`config.mk`:
```
export PLATFORM = sky130hd
export DESIGN_NAME = audio_gain_fader_top
export DESIGN_NICKNAME = d
export VERILOG_FILES = /design/src/sv/agf_pkg.sv /design/src/sv/agf_gain.sv /design/src/sv/agf_scale.sv /design/src/sv/audio_gain_fader_top.sv
export SDC_FILE = /design/constraint.sdc
export NUM_CORES = 2
export LEC_CHECK = 0
export BUFFER_PORTS_ARGS = -buffer_cell sky130_fd_sc_hd__buf_2
export CORE_MARGIN = 10
export CORE_UTILIZATION = 60
export CTS_CLUSTER_SIZE = 28
export DETAILED_ROUTE_END_ITERATION = 6
export PLACE_DENSITY = 0.86
export SLEW_MARGIN = 5
export SYNTH_ARGS = -nofsm -noshare
export SYNTH_HDL_FRONTEND = slang
export SYNTH_SLANG_ARGS = --single-unit
```
`constraint.sdc`:
```
create_clock -name clock -period 8.62 [get_ports clock]
set_clock_uncertainty 0.2 [all_clocks]
set_input_delay 1.724 -clock clock [delete_from_list [all_inputs] [get_ports clock]]
set_output_delay 1.724 -clock clock [all_outputs]
set_load 0.02 [all_outputs]
```
`src/sv/agf_pkg.sv`:
```
package agf_pkg;

   localparam int SAMPLE_BITS_DEF    = 24;
   localparam int GAIN_FRAC_BITS_DEF = 22;

   // Log2 values carry this many fraction bits.
   localparam int LOG_FRAC = 16;

   localparam int TARGET_W   = 24;
   localparam int STEP_W     = 25;
   localparam int RAMP_W     = 24;
   localparam int EXP_STEP_W = 20;
   localparam int MODE_W     = 2;

   localparam int CSR_INDEX_W = 3;
   localparam int CSR_DATA_W  = 25;

   localparam logic [CSR_INDEX_W-1:0] CSR_FADE_MODE     = 3'd0;
   localparam logic [CSR_INDEX_W-1:0] CSR_TARGET_GAIN   = 3'd1;
   localparam logic [CSR_INDEX_W-1:0] CSR_LINEAR_STEP   = 3'd2;
   localparam logic [CSR_INDEX_W-1:0] CSR_RAMP_SAMPLES  = 3'd3;
   localparam logic [CSR_INDEX_W-1:0] CSR_EXP_STEP_LOG2 = 3'd4;

   localparam logic [MODE_W-1:0] MODE_LINEAR = 2'd0;
   localparam logic [MODE_W-1:0] MODE_EXP    = 2'd1;
   localparam logic [MODE_W-1:0] MODE_HYBRID = 2'd2;

   localparam logic [TARGET_W-1:0] TARGET_RESET = 24'd4194304;

   typedef struct packed {
      logic [MODE_W-1:0]        fade_mode;
      logic [TARGET_W-1:0]      target_gain;
      logic signed [STEP_W-1:0] linear_step;
      logic [RAMP_W-1:0]        ramp_samples;
      logic [EXP_STEP_W-1:0]    exp_step_log2;
   } cfg_type;

endpackage

```
`src/sv/agf_gain.sv`:
```
module agf_gain #(
   parameter int GAIN_FRAC_BITS = agf_pkg::GAIN_FRAC_BITS_DEF
) (
   input  logic                        clock,
   input  logic                        reset,
   input  agf_pkg::cfg_type            cfg,
   input  logic                        ramp_load,
   input  logic [agf_pkg::RAMP_W-1:0]  ramp_load_value,
   input  logic                        advance,
   output logic [GAIN_FRAC_BITS+1:0]   gain_new
);

   localparam int GB   = GAIN_FRAC_BITS + 2;
   localparam int TW   = (GB > agf_pkg::TARGET_W) ? GB : agf_pkg::TARGET_W;
   localparam int NW   = $clog2(TW);
   localparam int IPW  = $clog2(TW) + 1;
   localparam int LW   = IPW + agf_pkg::LOG_FRAC;
   localparam int EW   = LW + 6;
   localparam int SW   = EW - agf_pkg::LOG_FRAC + 1;
   localparam int MW   = agf_pkg::LOG_FRAC + 1;
   localparam int MAX_LSH = GB - MW;
   localparam int SHW  = $clog2(MAX_LSH + 1);
   localparam int SUMW = ((GB > agf_pkg::STEP_W) ? GB : agf_pkg::STEP_W) + 2;

   localparam logic [GB-1:0] GAIN_MAX   = {GB{1'b1}};
   localparam logic [GB-1:0] GAIN_FLOOR = GB'(4);
   localparam logic [GB-1:0] HYB_THRESH = GB'((64'd1 << GAIN_FRAC_BITS) / 10);

   logic [GB-1:0]                 gain_ff;
   logic [GB-1:0]                 gain_in;
   logic [agf_pkg::RAMP_W-1:0]    ramp_ff;
   logic [agf_pkg::RAMP_W-1:0]    ramp_in;

   // Mitchell log2: exponent from the leading one, mantissa bits below it as fraction.
   function automatic logic signed [LW-1:0] mlog2(input logic [TW-1:0] u);
      logic [NW-1:0]               n;
      logic [TW-1:0]               norm;
      logic signed [IPW-1:0]       ip;
      n = '0;
      for (int b = 0; b < TW; b++) begin
         if (u[b]) begin
            n = NW'(b);
         end
      end
      norm = u << (NW'(TW - 1) - n);
      ip   = IPW'(n) - IPW'(GAIN_FRAC_BITS);
      return {ip, norm[TW-2 -: agf_pkg::LOG_FRAC]};
   endfunction

   // Mitchell exp2 back to a saturated gain.
   function automatic logic [GB-1:0] mexp2(input logic signed [EW-1:0] l);
      logic signed [EW-agf_pkg::LOG_FRAC-1:0] ipart;
      logic [MW-1:0]                          m;
      logic signed [SW-1:0]                   s;
      logic signed [SW-1:0]                   k;
      logic [GB-1:0]                          r;
      ipart = l[EW-1:agf_pkg::LOG_FRAC];
      m     = {1'b1, l[agf_pkg::LOG_FRAC-1:0]};
      s     = SW'(ipart) + SW'(GAIN_FRAC_BITS - agf_pkg::LOG_FRAC);
      k     = -s;
      if (s > SW'(MAX_LSH)) begin
         r = GAIN_MAX;
      end else if (!s[SW-1]) begin
         r = GB'(m) << s[SHW-1:0];
      end else if (k > SW'(MW - 1)) begin
         r = '0;
      end else begin
         r = GB'(m >> k[$clog2(MW)-1:0]);
      end
      return r;
   endfunction

   function automatic logic [GB-1:0] clamp_target(input logic [TW-1:0] t);
      logic [GB-1:0] r;
      if (t > TW'(GAIN_MAX)) begin
         r = GAIN_MAX;
      end else begin
         r = t[GB-1:0];
      end
      return r;
   endfunction

   logic signed [SUMW-1:0] lin_sum;
   logic [GB-1:0]          lin_gain;
   logic [agf_pkg::RAMP_W-1:0] lin_ramp;
   logic [GB-1:0]          cur_floor;
   logic [TW-1:0]          tgt_floor;
   logic signed [LW-1:0]   lc;
   logic signed [LW-1:0]   lt;
   logic signed [EW-1:0]   diff;
   logic signed [EW-1:0]   mag;
   logic signed [EW-1:0]   st;
   logic [GB-1:0]          exp_gain;

   always_comb begin
      lin_sum = SUMW'($signed({1'b0, gain_ff})) + SUMW'(cfg.linear_step);
      if (ramp_ff != '0) begin
         lin_ramp = ramp_ff - 1'b1;
         if (lin_sum < 0) begin
            lin_gain = '0;
         end else if (lin_sum > $signed({{(SUMW-GB){1'b0}}, GAIN_MAX})) begin
            lin_gain = GAIN_MAX;
         end else begin
            lin_gain = lin_sum[GB-1:0];
         end
      end else begin
         lin_ramp = ramp_ff;
         lin_gain = clamp_target(TW'(cfg.target_gain));
      end
   end

   always_comb begin
      cur_floor = (gain_ff < GAIN_FLOOR) ? GAIN_FLOOR : gain_ff;
      tgt_floor = (cfg.target_gain < agf_pkg::TARGET_W'(4)) ? TW'(4) : TW'(cfg.target_gain);
      lc   = mlog2(TW'(cur_floor));
      lt   = mlog2(tgt_floor);
      diff = EW'(lt) - EW'(lc);
      mag  = diff[EW-1] ? -diff : diff;
      st   = EW'(cfg.exp_step_log2);
      if (mag < st) begin
         exp_gain = clamp_target(tgt_floor);
      end else if (diff > 0) begin
         exp_gain = mexp2(EW'(lc) + st);
      end else begin
         exp_gain = mexp2(EW'(lc) - st);
      end
   end

   always_comb begin
      gain_in = gain_ff;
      ramp_in = ramp_ff;
      case (cfg.fade_mode)
         agf_pkg::MODE_LINEAR: begin
            gain_in = lin_gain;
            ramp_in = lin_ramp;
         end
         agf_pkg::MODE_EXP: begin
            gain_in = exp_gain;
         end
         agf_pkg::MODE_HYBRID: begin
            if (gain_ff < HYB_THRESH) begin
               gain_in = lin_gain;
               ramp_in = lin_ramp;
            end else begin
               gain_in = exp_gain;
            end
         end
         default: begin
            gain_in = gain_ff;
         end
      endcase
   end

   assign gain_new = gain_in;

   always_ff @(posedge clock) begin
      if (reset) begin
         gain_ff <= '0;
         ramp_ff <= '0;
      end else if (ramp_load) begin
         ramp_ff <= ramp_load_value;
      end else if (advance) begin
         gain_ff <= gain_in;
         ramp_ff <= ramp_in;
      end
   end

endmodule

```
`src/sv/agf_scale.sv`:
```
module agf_scale #(
   parameter int SAMPLE_BITS    = agf_pkg::SAMPLE_BITS_DEF,
   parameter int GAIN_FRAC_BITS = agf_pkg::GAIN_FRAC_BITS_DEF
) (
   input  logic                      clock,
   input  logic                      reset,
   input  logic                      in_valid,
   output logic                      in_ready,
   input  logic [SAMPLE_BITS-1:0]    in_sample,
   input  logic [GAIN_FRAC_BITS+1:0] in_gain,
   output logic                      out_valid,
   input  logic                      out_ready,
   output logic [SAMPLE_BITS-1:0]    out_sample
);

   localparam int GB = GAIN_FRAC_BITS + 2;
   localparam int PW = SAMPLE_BITS + GB + 1;
   localparam int QW = PW - GAIN_FRAC_BITS;

   localparam logic signed [QW-1:0] Q_MAX =
      {{(QW-SAMPLE_BITS+1){1'b0}}, {(SAMPLE_BITS-1){1'b1}}};
   localparam logic signed [QW-1:0] Q_MIN =
      {{(QW-SAMPLE_BITS+1){1'b1}}, {(SAMPLE_BITS-1){1'b0}}};

   logic                          a_valid_ff;
   logic signed [SAMPLE_BITS-1:0] a_sample_ff;
   logic [GB-1:0]                 a_gain_ff;
   logic                          b_valid_ff;
   logic signed [PW-1:0]          b_prod_ff;
   logic signed [PW-1:0]          b_prod_in;
   logic                          c_valid_ff;
   logic [SAMPLE_BITS-1:0]        c_sample_ff;
   logic [SAMPLE_BITS-1:0]        c_sample_in;
   logic signed [QW-1:0]          q;
   logic                          a_ready;
   logic                          b_ready;
   logic                          c_ready;

   // Each stage moves on when it is empty or the stage after it moves.
   assign c_ready = !c_valid_ff || out_ready;
   assign b_ready = !b_valid_ff || c_ready;
   assign a_ready = !a_valid_ff || b_ready;

   assign b_prod_in = a_sample_ff * $signed({1'b0, a_gain_ff});

   // Arithmetic shift floors toward minus infinity, then saturate.
   always_comb begin
      q = b_prod_ff[PW-1:GAIN_FRAC_BITS];
      if (q > Q_MAX) begin
         c_sample_in = Q_MAX[SAMPLE_BITS-1:0];
      end else if (q < Q_MIN) begin
         c_sample_in = Q_MIN[SAMPLE_BITS-1:0];
      end else begin
         c_sample_in = q[SAMPLE_BITS-1:0];
      end
   end

   always_ff @(posedge clock) begin
      if (reset) begin
         a_valid_ff <= 1'b0;
         b_valid_ff <= 1'b0;
         c_valid_ff <= 1'b0;
      end else begin
         if (a_ready) begin
            a_valid_ff <= in_valid;
         end
         if (b_ready) begin
            b_valid_ff <= a_valid_ff;
         end
         if (c_ready) begin
            c_valid_ff <= b_valid_ff;
         end
      end
   end

   always_ff @(posedge clock) begin
      if (a_ready && in_valid) begin
         a_sample_ff <= in_sample;
         a_gain_ff   <= in_gain;
      end
      if (b_ready && a_valid_ff) begin
         b_prod_ff <= b_prod_in;
      end
      if (c_ready && b_valid_ff) begin
         c_sample_ff <= c_sample_in;
      end
   end

   assign in_ready   = a_ready;
   assign out_valid  = c_valid_ff;
   assign out_sample = c_sample_ff;

endmodule

```
`src/sv/audio_gain_fader_top.sv`:
```
// Audio gain fader: scales a stream of signed samples by a gain that ramps
// toward a programmed target, linearly, exponentially or in a hybrid way.
// Requests arrive on the req_ stream (one sample per request in req_tdata),
// scaled samples leave on the rsp_ stream in the same order, one per request.
// Registers are written through the csr_ port (csr_index selects the register,
// csr_data carries the value); csr_ready is always high. Any write to a known
// register reloads the ramp counter, and writes are expected only while no
// request is in flight.
// The gain is updated in the cycle a request is accepted, so one request can
// be taken every cycle while the output is not stalled. The result shows on
// rsp_tvalid after it passes an input register, a register after the
// sample-by-gain multiplier and the saturating output register.
// When rsp_tready is low, the pipeline keeps taking requests until its three
// stages are full, then holds req_tready low; nothing is dropped.
// Reset clears the gain and ramp counter to zero, loads the register defaults
// (linear mode, unity target) and empties the pipeline.
module audio_gain_fader_top #(
   parameter int SAMPLE_BITS    = agf_pkg::SAMPLE_BITS_DEF,
   parameter int GAIN_FRAC_BITS = agf_pkg::GAIN_FRAC_BITS_DEF,
   parameter int DATA_W         = ((SAMPLE_BITS + 7) / 8) * 8
) (
   input  logic                               clock,
   input  logic                               reset,
   input  logic                               req_tvalid,
   output logic                               req_tready,
   input  logic [DATA_W-1:0]                  req_tdata,   // sample_in
   output logic                               rsp_tvalid,
   input  logic                               rsp_tready,
   output logic [DATA_W-1:0]                  rsp_tdata,   // sample_out
   input  logic                               csr_valid,
   output logic                               csr_ready,
   input  logic [agf_pkg::CSR_INDEX_W-1:0]    csr_index,
   input  logic [agf_pkg::CSR_DATA_W-1:0]     csr_data
);

   agf_pkg::cfg_type             cfg_ff;
   agf_pkg::cfg_type             cfg_in;
   logic                         cfg_hit;
   logic                         req_accept;
   logic [GAIN_FRAC_BITS+1:0]    gain_new;
   logic [SAMPLE_BITS-1:0]       rsp_sample;

   assign csr_ready  = 1'b1;
   assign req_accept = req_tvalid && req_tready;

   always_comb begin
      cfg_in  = cfg_ff;
      cfg_hit = 1'b0;
      if (csr_valid) begin
         cfg_hit = 1'b1;
         case (csr_index)
            agf_pkg::CSR_FADE_MODE:
               cfg_in.fade_mode = csr_data[agf_pkg::MODE_W-1:0];
            agf_pkg::CSR_TARGET_GAIN:
               cfg_in.target_gain = csr_data[agf_pkg::TARGET_W-1:0];
            agf_pkg::CSR_LINEAR_STEP:
               cfg_in.linear_step = $signed(csr_data[agf_pkg::STEP_W-1:0]);
            agf_pkg::CSR_RAMP_SAMPLES:
               cfg_in.ramp_samples = csr_data[agf_pkg::RAMP_W-1:0];
            agf_pkg::CSR_EXP_STEP_LOG2:
               cfg_in.exp_step_log2 = csr_data[agf_pkg::EXP_STEP_W-1:0];
            default:
               cfg_hit = 1'b0;
         endcase
      end
   end

   always_ff @(posedge clock) begin
      if (reset) begin
         cfg_ff.fade_mode     <= agf_pkg::MODE_LINEAR;
         cfg_ff.target_gain   <= agf_pkg::TARGET_RESET;
         cfg_ff.linear_step   <= '0;
         cfg_ff.ramp_samples  <= '0;
         cfg_ff.exp_step_log2 <= '0;
      end else begin
         cfg_ff <= cfg_in;
      end
   end

   agf_gain #(
      .GAIN_FRAC_BITS (GAIN_FRAC_BITS)
   ) u_gain (
      .clock           (clock),
      .reset           (reset),
      .cfg             (cfg_ff),
      .ramp_load       (cfg_hit),
      .ramp_load_value (cfg_in.ramp_samples),
      .advance         (req_accept),
      .gain_new        (gain_new)
   );

   agf_scale #(
      .SAMPLE_BITS    (SAMPLE_BITS),
      .GAIN_FRAC_BITS (GAIN_FRAC_BITS)
   ) u_scale (
      .clock      (clock),
      .reset      (reset),
      .in_valid   (req_tvalid),
      .in_ready   (req_tready),
      .in_sample  (req_tdata[SAMPLE_BITS-1:0]),
      .in_gain    (gain_new),
      .out_valid  (rsp_tvalid),
      .out_ready  (rsp_tready),
      .out_sample (rsp_sample)
   );

   assign rsp_tdata = DATA_W'(rsp_sample);

endmodule
```
-- Word level (Yosys, flattened, before mapping)
Index checks and enable logic that the tools add are counted.
- bits in registers: 267
- bits in latches: 0
- bits in writable memories: 0
- bits in read-only memories: 0
- memories: 0
- add/sub/neg operators: 14
- $mul: 1
- divide/modulo/power cells: 0
- $lt $le $gt $ge: 15
- equal/unequal tests: 7
- shifts and indexed selects: 6
- muxes and demuxes: 75
- bitwise operators: 1
- reductions and logical operators: 21
- operator list (operator ; number):
    $mux W24 ; 22
    $mux W5 ; 16
    $pmux W24 S3 ; 1
    $mux W4 ; 16
    $mul A24 B25 Y49 ; 1
    $gt A24 B24 Y1 const B ; 2
    $lt A24 B3 Y1 const B ; 2
    $pmux W24 S2 ; 1
    $shl A17 B3 Y24 ; 2
    $shl A24 B5 Y23 ; 2
    $shr A17 B5 Y24 ; 2
    $mux W44 ; 1
    $lt A28 B21 Y1 ; 1
    $mux W28 ; 1
    $neg A23 Y28 ; 1
    $gt A27 B24 Y1 const B ; 1
    $lt A27 B24 Y1 const B ; 1
    $add A25 B25 Y26 ; 1
    $gt A13 B4 Y1 const B ; 2
    $gt A13 B6 Y1 const B ; 2
    $gt A26 B25 Y1 const B ; 1
    $lt A26 B1 Y1 const B ; 1
    $neg A13 Y13 ; 2
    $lt A24 B19 Y1 const B ; 1
    30 further kinds ; 57

-- Longest topological paths before layout
- word-level depth: 38
- gate-level depth with buffers: 51

-- Modules after synthesis
Synthesis repeated with hierarchy kept, for this count alone.
- cells, all modules: 5097
- area, all modules: 42645.9 µm²
- by module, submodules not included (module ; times used ; cells an instance ; area an instance (µm²)):
    agf_scale ; 1 ; 2301 ; 22371.5
    agf_gain ; 1 ; 2423 ; 16149.2
    audio_gain_fader_top ; 1 ; 373 ; 4125.2

-- Worst setup path before layout
OpenSTA, ideal clock, no wires.
- kind: reg-to-reg
- start point: reg u_gain.gain_ff[16]
- end point: reg u_scale.a_gain_ff[8], data pin
- library setup time: 0.270 ns
- arrival: 8.145 ns
- data required time: 8.150 ns
- slack: 0.005 ns
- cell stages (with the launch flop): 51
- buffers on the path: 4
- cells stage by stage: dfxtp_1 > buf_2 > or4_4 > nor4_1 > nand3_1 > a21oi_1 > or2_2 > inv_1 > buf_1 > nor2_1 > a21oi_1 > and2_1 > a211oi_1 > a21oi_1 > nor2_1 > nand2_1 > inv_1 > ha_1 > (+15 left out) > o21a_1 > o21a_1 > o21a_1 > o21ai_0 > nand2b_1 > a21oi_1 > nor2b_1 > o21a_1 > o21ai_0 > nand2b_1 > a21oi_1 > or3_1 > o311a_1 > or2_1 > buf_2 > nor3_1 > a311oi_1 > a21oi_1
- word-level cells in the longest chain between the ends: 38
- elaborated cells on any way between the ends: 64
- classes of those cells: add/sub: 11; order compare: 10; shift: 5; mux: 38
- ends and longest elaborated chain (what ; line ; text):
    start: declaration ; agf_gain.sv:29 ; logic [GB-1:0] gain_ff;
    start signal: assignment ; agf_gain.sv:163 ; gain_ff <= gain_in;
    $lt A24 B3 Y1 ; agf_gain.sv:113 ; cur_floor = (gain_ff < GAIN_FLOOR) ? GAIN_FLOOR : gain_ff;
    $mux W24 ; agf_gain.sv:113 ;
    $mux W1 ; agf_gain.sv:41 ; if (u[b]) begin
    $mux W2 (2 in series) ; agf_gain.sv:41 ;
    $mux W3 (4 in series) ; agf_gain.sv:41 ;
    $mux W4 (8 in series) ; agf_gain.sv:41 ;
    $mux W5 (8 in series) ; agf_gain.sv:41 ;
    $sub A5 B5 Y5 ; agf_gain.sv:45 ; norm = u << (NW'(TW - 1) - n);
    (+5 left out) ; -- ;
    $mux W24 ; agf_gain.sv:65 ; end else if (k > SW'(MW - 1)) begin
    $mux W24 ; agf_gain.sv:63 ; end else if (!s[SW-1]) begin
    $mux W24 ; agf_gain.sv:61 ; if (s > SW'(MAX_LSH)) begin
    $mux W24 ; agf_gain.sv:122 ; end else if (diff > 0) begin
    $mux W24 ; agf_gain.sv:120 ; if (mag < st) begin
    $mux W24 ; agf_gain.sv:141 ; if (gain_ff < HYB_THRESH) begin
    $pmux W24 S3 * ; agf_gain.sv:132 ; case (cfg.fade_mode)
    named net gain_new[8] ; audio_gain_fader_top.sv:40 ; logic [GAIN_FRAC_BITS+1:0] gain_new;
    end signal: assignment ; agf_scale.sv:79 ; a_gain_ff <= in_gain;
    end: declaration ; agf_scale.sv:27 ; logic [GB-1:0] a_gain_ff;
Mark *: on every way through the listed nets, which the timed path passes. The rest lies on a longest branch.
A chain may end at the register's enable or synchronous reset.

-- Worst setup path after layout
- start point: reg u_scale.a_gain_ff[7]
- end point: reg u_scale.b_prod_ff[47], data pin
- word-level cells in the longest chain between the ends: 1
- ends and longest elaborated chain (what ; line ; text):
    $mul A24 B25 Y49 ; agf_scale.sv:44 ; assign b_prod_in = a_sample_ff * $signed({1'b0, a_gain_ff});
    named net u_scale.b_prod_in[47] ; agf_scale.sv:30 ; logic signed [PW-1:0] b_prod_in;
    end signal: assignment ; agf_scale.sv:82 ; b_prod_ff <= b_prod_in;
    end: declaration ; agf_scale.sv:29 ; logic signed [PW-1:0] b_prod_ff;
The timed path passes the listed nets, and every way through them passes these cells.

==> flow_summary.yaml <==
status:
  status: "complete, no violations"
synth:
  yosys_warnings: 0
  synth-edff-count: 99
  synth_area_leaders: "fa_1 24%, ha_1 9.7%, edfxtp_1 7.3%"
  ys.flop_type: "dfxtp_1"
  synth_area_per_cell_um2: 8.22
  synth_top_cell_area_share_pct: 23.9
  synth_seq_cells: 245
  ys_seq_area_share_pct: 14.5
  synth_cells: 4950
  synth.area.mux_share_pct: 5.57
  synth_nets: 5806
  synth-adder-area-share_pct: 33.6
  synth_xor_area_share_pct: 3.12
  synth_cell_types: 110
  syn-cell-area_um2: 40700
  synth_top_cell_by_area: "fa_1"
  synth_simple_gate_area_share_pct: 19.0
  async_reset_ff_share_pct: 0
  synth_top_family_by_area: "adder cells"
  synth-compound-area-share_pct: 15.4
hold_path:
  worstHoldPathType: "reg -> reg"
  hold_depth: 2
  hold_start: "cfg_ff[51]"
  hold-path-endpoint: "cfg_ff[51]"
timing:
  worst_pin_slew_ns: 1.25
  slew_viol_final: 0
  post-route-min-period_ns: 8.59
  slew_headroom_pct: 16.1
  setup_violations: 0
  tns_ns: 0
  max_freq_ghz: 0.116
  final-hold-violation-count: 0
  period_share_pct: 99.6
drt:
  antenna_left: 0
  route.met2.wl_um: 63600
  avgViaCountPerCell: 6.30
  top_layer_used: "met5"
  drc: 0
  vias: 38300
  wl_per_cell_um: 23.0
  route.met3.wl_um: 14900
  firstDrtPassIters: 6
  drt-met1-wl_um: 51700
  drt_iter0_markers: 4775
  drt_wl_total_um: 140000
floorplan:
  die_y_um: 280
  core-area_um2: 67200
  ioPinCount: 84
  initial_core_util_pct: 60.6
  core.rowCount: 95
  chipWidth_um: 280
  die_area_um2: 78600
worst_setup_path:
  r2r_cells: 29
  r2r_start: "u_scale.a_gain_ff[7]"
  critical_path.endpoint_type: "flop"
  required_ns: 8.79
  startpoint: "u_scale.a_gain_ff[7]"
  max_stage_delay_ns: 0.60
  worstReg2RegEnd: "u_scale.b_prod_ff[47]"
  worst-path-max-fanout: 4
  reg2reg_slack_ns: 0.03
  crit_path_frequent_cell: "fa_1"
  slowest_stage: "fa_1"
  start_kind: "flop"
  path_class: "reg -> reg"
  cp_data_arrival_time_ns: 8.75
cells_and_area:
  layout_common_cells: "776 x nand2_1, 618 x inv_1, 483 x fa_1, 380 x buf_4, 309 x ha_1"
  fin_area_um2: 46100
  n_antenna_cell: 0
  final_cells: 6083
  final_common_cell: "nand2_1"
  layout-drive-gt1-share_pct: 14.5
  nFillCells: 4985
  register_area_um2: 5900
  area_growth_pct: 13.3
  nNetsFinal: 6043
  multi_input_area_um2: 31700
clocking:
  ctsRootBufferMaster: "clkbuf_16"
  cts_sinks: 245
  cts.htree.levels: 1
  clk_pin_slew_ns: 0.06
  clk_latency_ns: 0.65
  cts_buffers: 29
  cts_tree: "yes"
  clk_path_buf_depth: 3
placement:
  gp_congestion: 1.08
  dp.cells: 5986
  io_buffers: 82
  place_area_um2: 44000
  dp_hpwl_um: 109000
global_routing:
  grt_pass1_vias: 38100
  grt_pass1_wl_um: 213000
  grtUsageTotal_pct: 34.3
  grt_overflow: 0
  antenna_found_initial: 4
  grt_max_degree: 71
run:
  cap_violations: 0
[layer usage]
layer | global-route usage (%) | up-vias
met3 | 7.56 | 614
met4 | 19.4 | 4
met2 | 55.1 | 2419
li1 | - | 16900
met5 | 0 | -
met1 | 42.2 | 18400
[cells in the mapped netlist (all sizes together), types with 14 or more instances]
cell      n
and3     24
nand2   777
a311oi   25
o31ai    25
xor2     46
nor3     74
o21ai   149
nor4     40
or3      18
a211oi   63
a31o     14
fa      485
edfxtp   99
o21a     55
a31oi    37
o211ai   21
a221oi   21
dfxtp   146
nor2b    32
a211o    15
or2      19
nand3    63
a21o     50
ha      314
mux2     33
nand2b   51
and2    209
inv     623
buf      42
o21bai   26
nand4    19
a21oi   302
xnor2    99
clkbuf  259
nor2    314
mux2i   171
[registers in the layout, summed over array words and instances (netlist names)]
| signal | cells |
|---|---|
| u_scale.a_gain_ff | 24 |
| u_gain.ramp_ff | 24 |
| u_scale.b_valid_ff | 1 |
| u_scale.a_sample_ff | 24 |
| u_scale.b_prod_ff | 27 |
| u_scale.out_sample | 24 |
| cfg_ff | 95 |
| u_scale.a_valid_ff | 1 |
| u_scale.out_valid | 1 |
| u_gain.gain_ff | 24 |
[area by class of cell]
type                       count  share of cell area (%)
clock inverter                15                   0.404
sequential                   245                    12.8
multi-input combinational   3773                    68.9
clock buffer                  39                    1.81
inverter                     631                    5.14
tap                          873                    2.37
timing repair buffer         507                    8.62
[through the flow]
step / utilization [%] / setup WS, ns / hold WS (ns)
finish: 68.7 / 0.0348 / 0.272
global route: 68.7 / -0.159 / 0.297
CTS: 67.3 / 0.00553 / 0.273
detailed placement: 65.6 / -0.159 / 0.264
global placement: 65.6 / -0.164 / 0.253
floorplan: - / 0.00502 / 0.241
[logic make-up after synthesis]
| logic type | count (synthesis) |
|---|---|
| and+or+nand+nor | 1677 |
| AOI/OAI and AO/OA | 938 |
| buffers and inverters | 932 |
| adders and majority gates | 800 |
| DFF | 245 |
| muxes | 212 |
| xor gates and xnor gates | 145 |
| other | 1 |
[timing repair]
item                                    4_1_cts  5_1_grt
cloned                                        0        1
hold endpoints to repair                      0        0
resized for setup                            11      146
endpoints found under the setup margin       21       54
pin swaps                                     7       63
setup buffers                                10       33
hold buffers                                  0        0
[worst max-delay path: cells and delay by family, from the launching register on]
kind / cells / cell delay [ns]
AND/OR/NAND/NOR: 2 / 0.21
buffers and inverters: 8 / 0.82
AO/OA/AOI/OAI: 10 / 2.47
flip-flops: 1 / 0.59
adder cells (fa/ha/maj): 8 / 3.90
XOR/XNOR: 1 / 0.13
[worst max-delay path by stage]
stage	end	slack, ns
after detailed placement	u_scale.b_prod_ff[48]	-0.16
after floorplan	u_scale.a_gain_ff[8]	0.005
final	u_scale.b_prod_ff[47]	0.03
after global placement	u_scale.a_gain_ff[11]	-0.16
after global routing	u_scale.a_gain_ff[12]	-0.16
after CTS	u_scale.b_prod_ff[47]	0.006
Power is left out: the tool's default activity adds up to more than one toggle a clock period on the data nets, which glitch-free logic cannot reach.
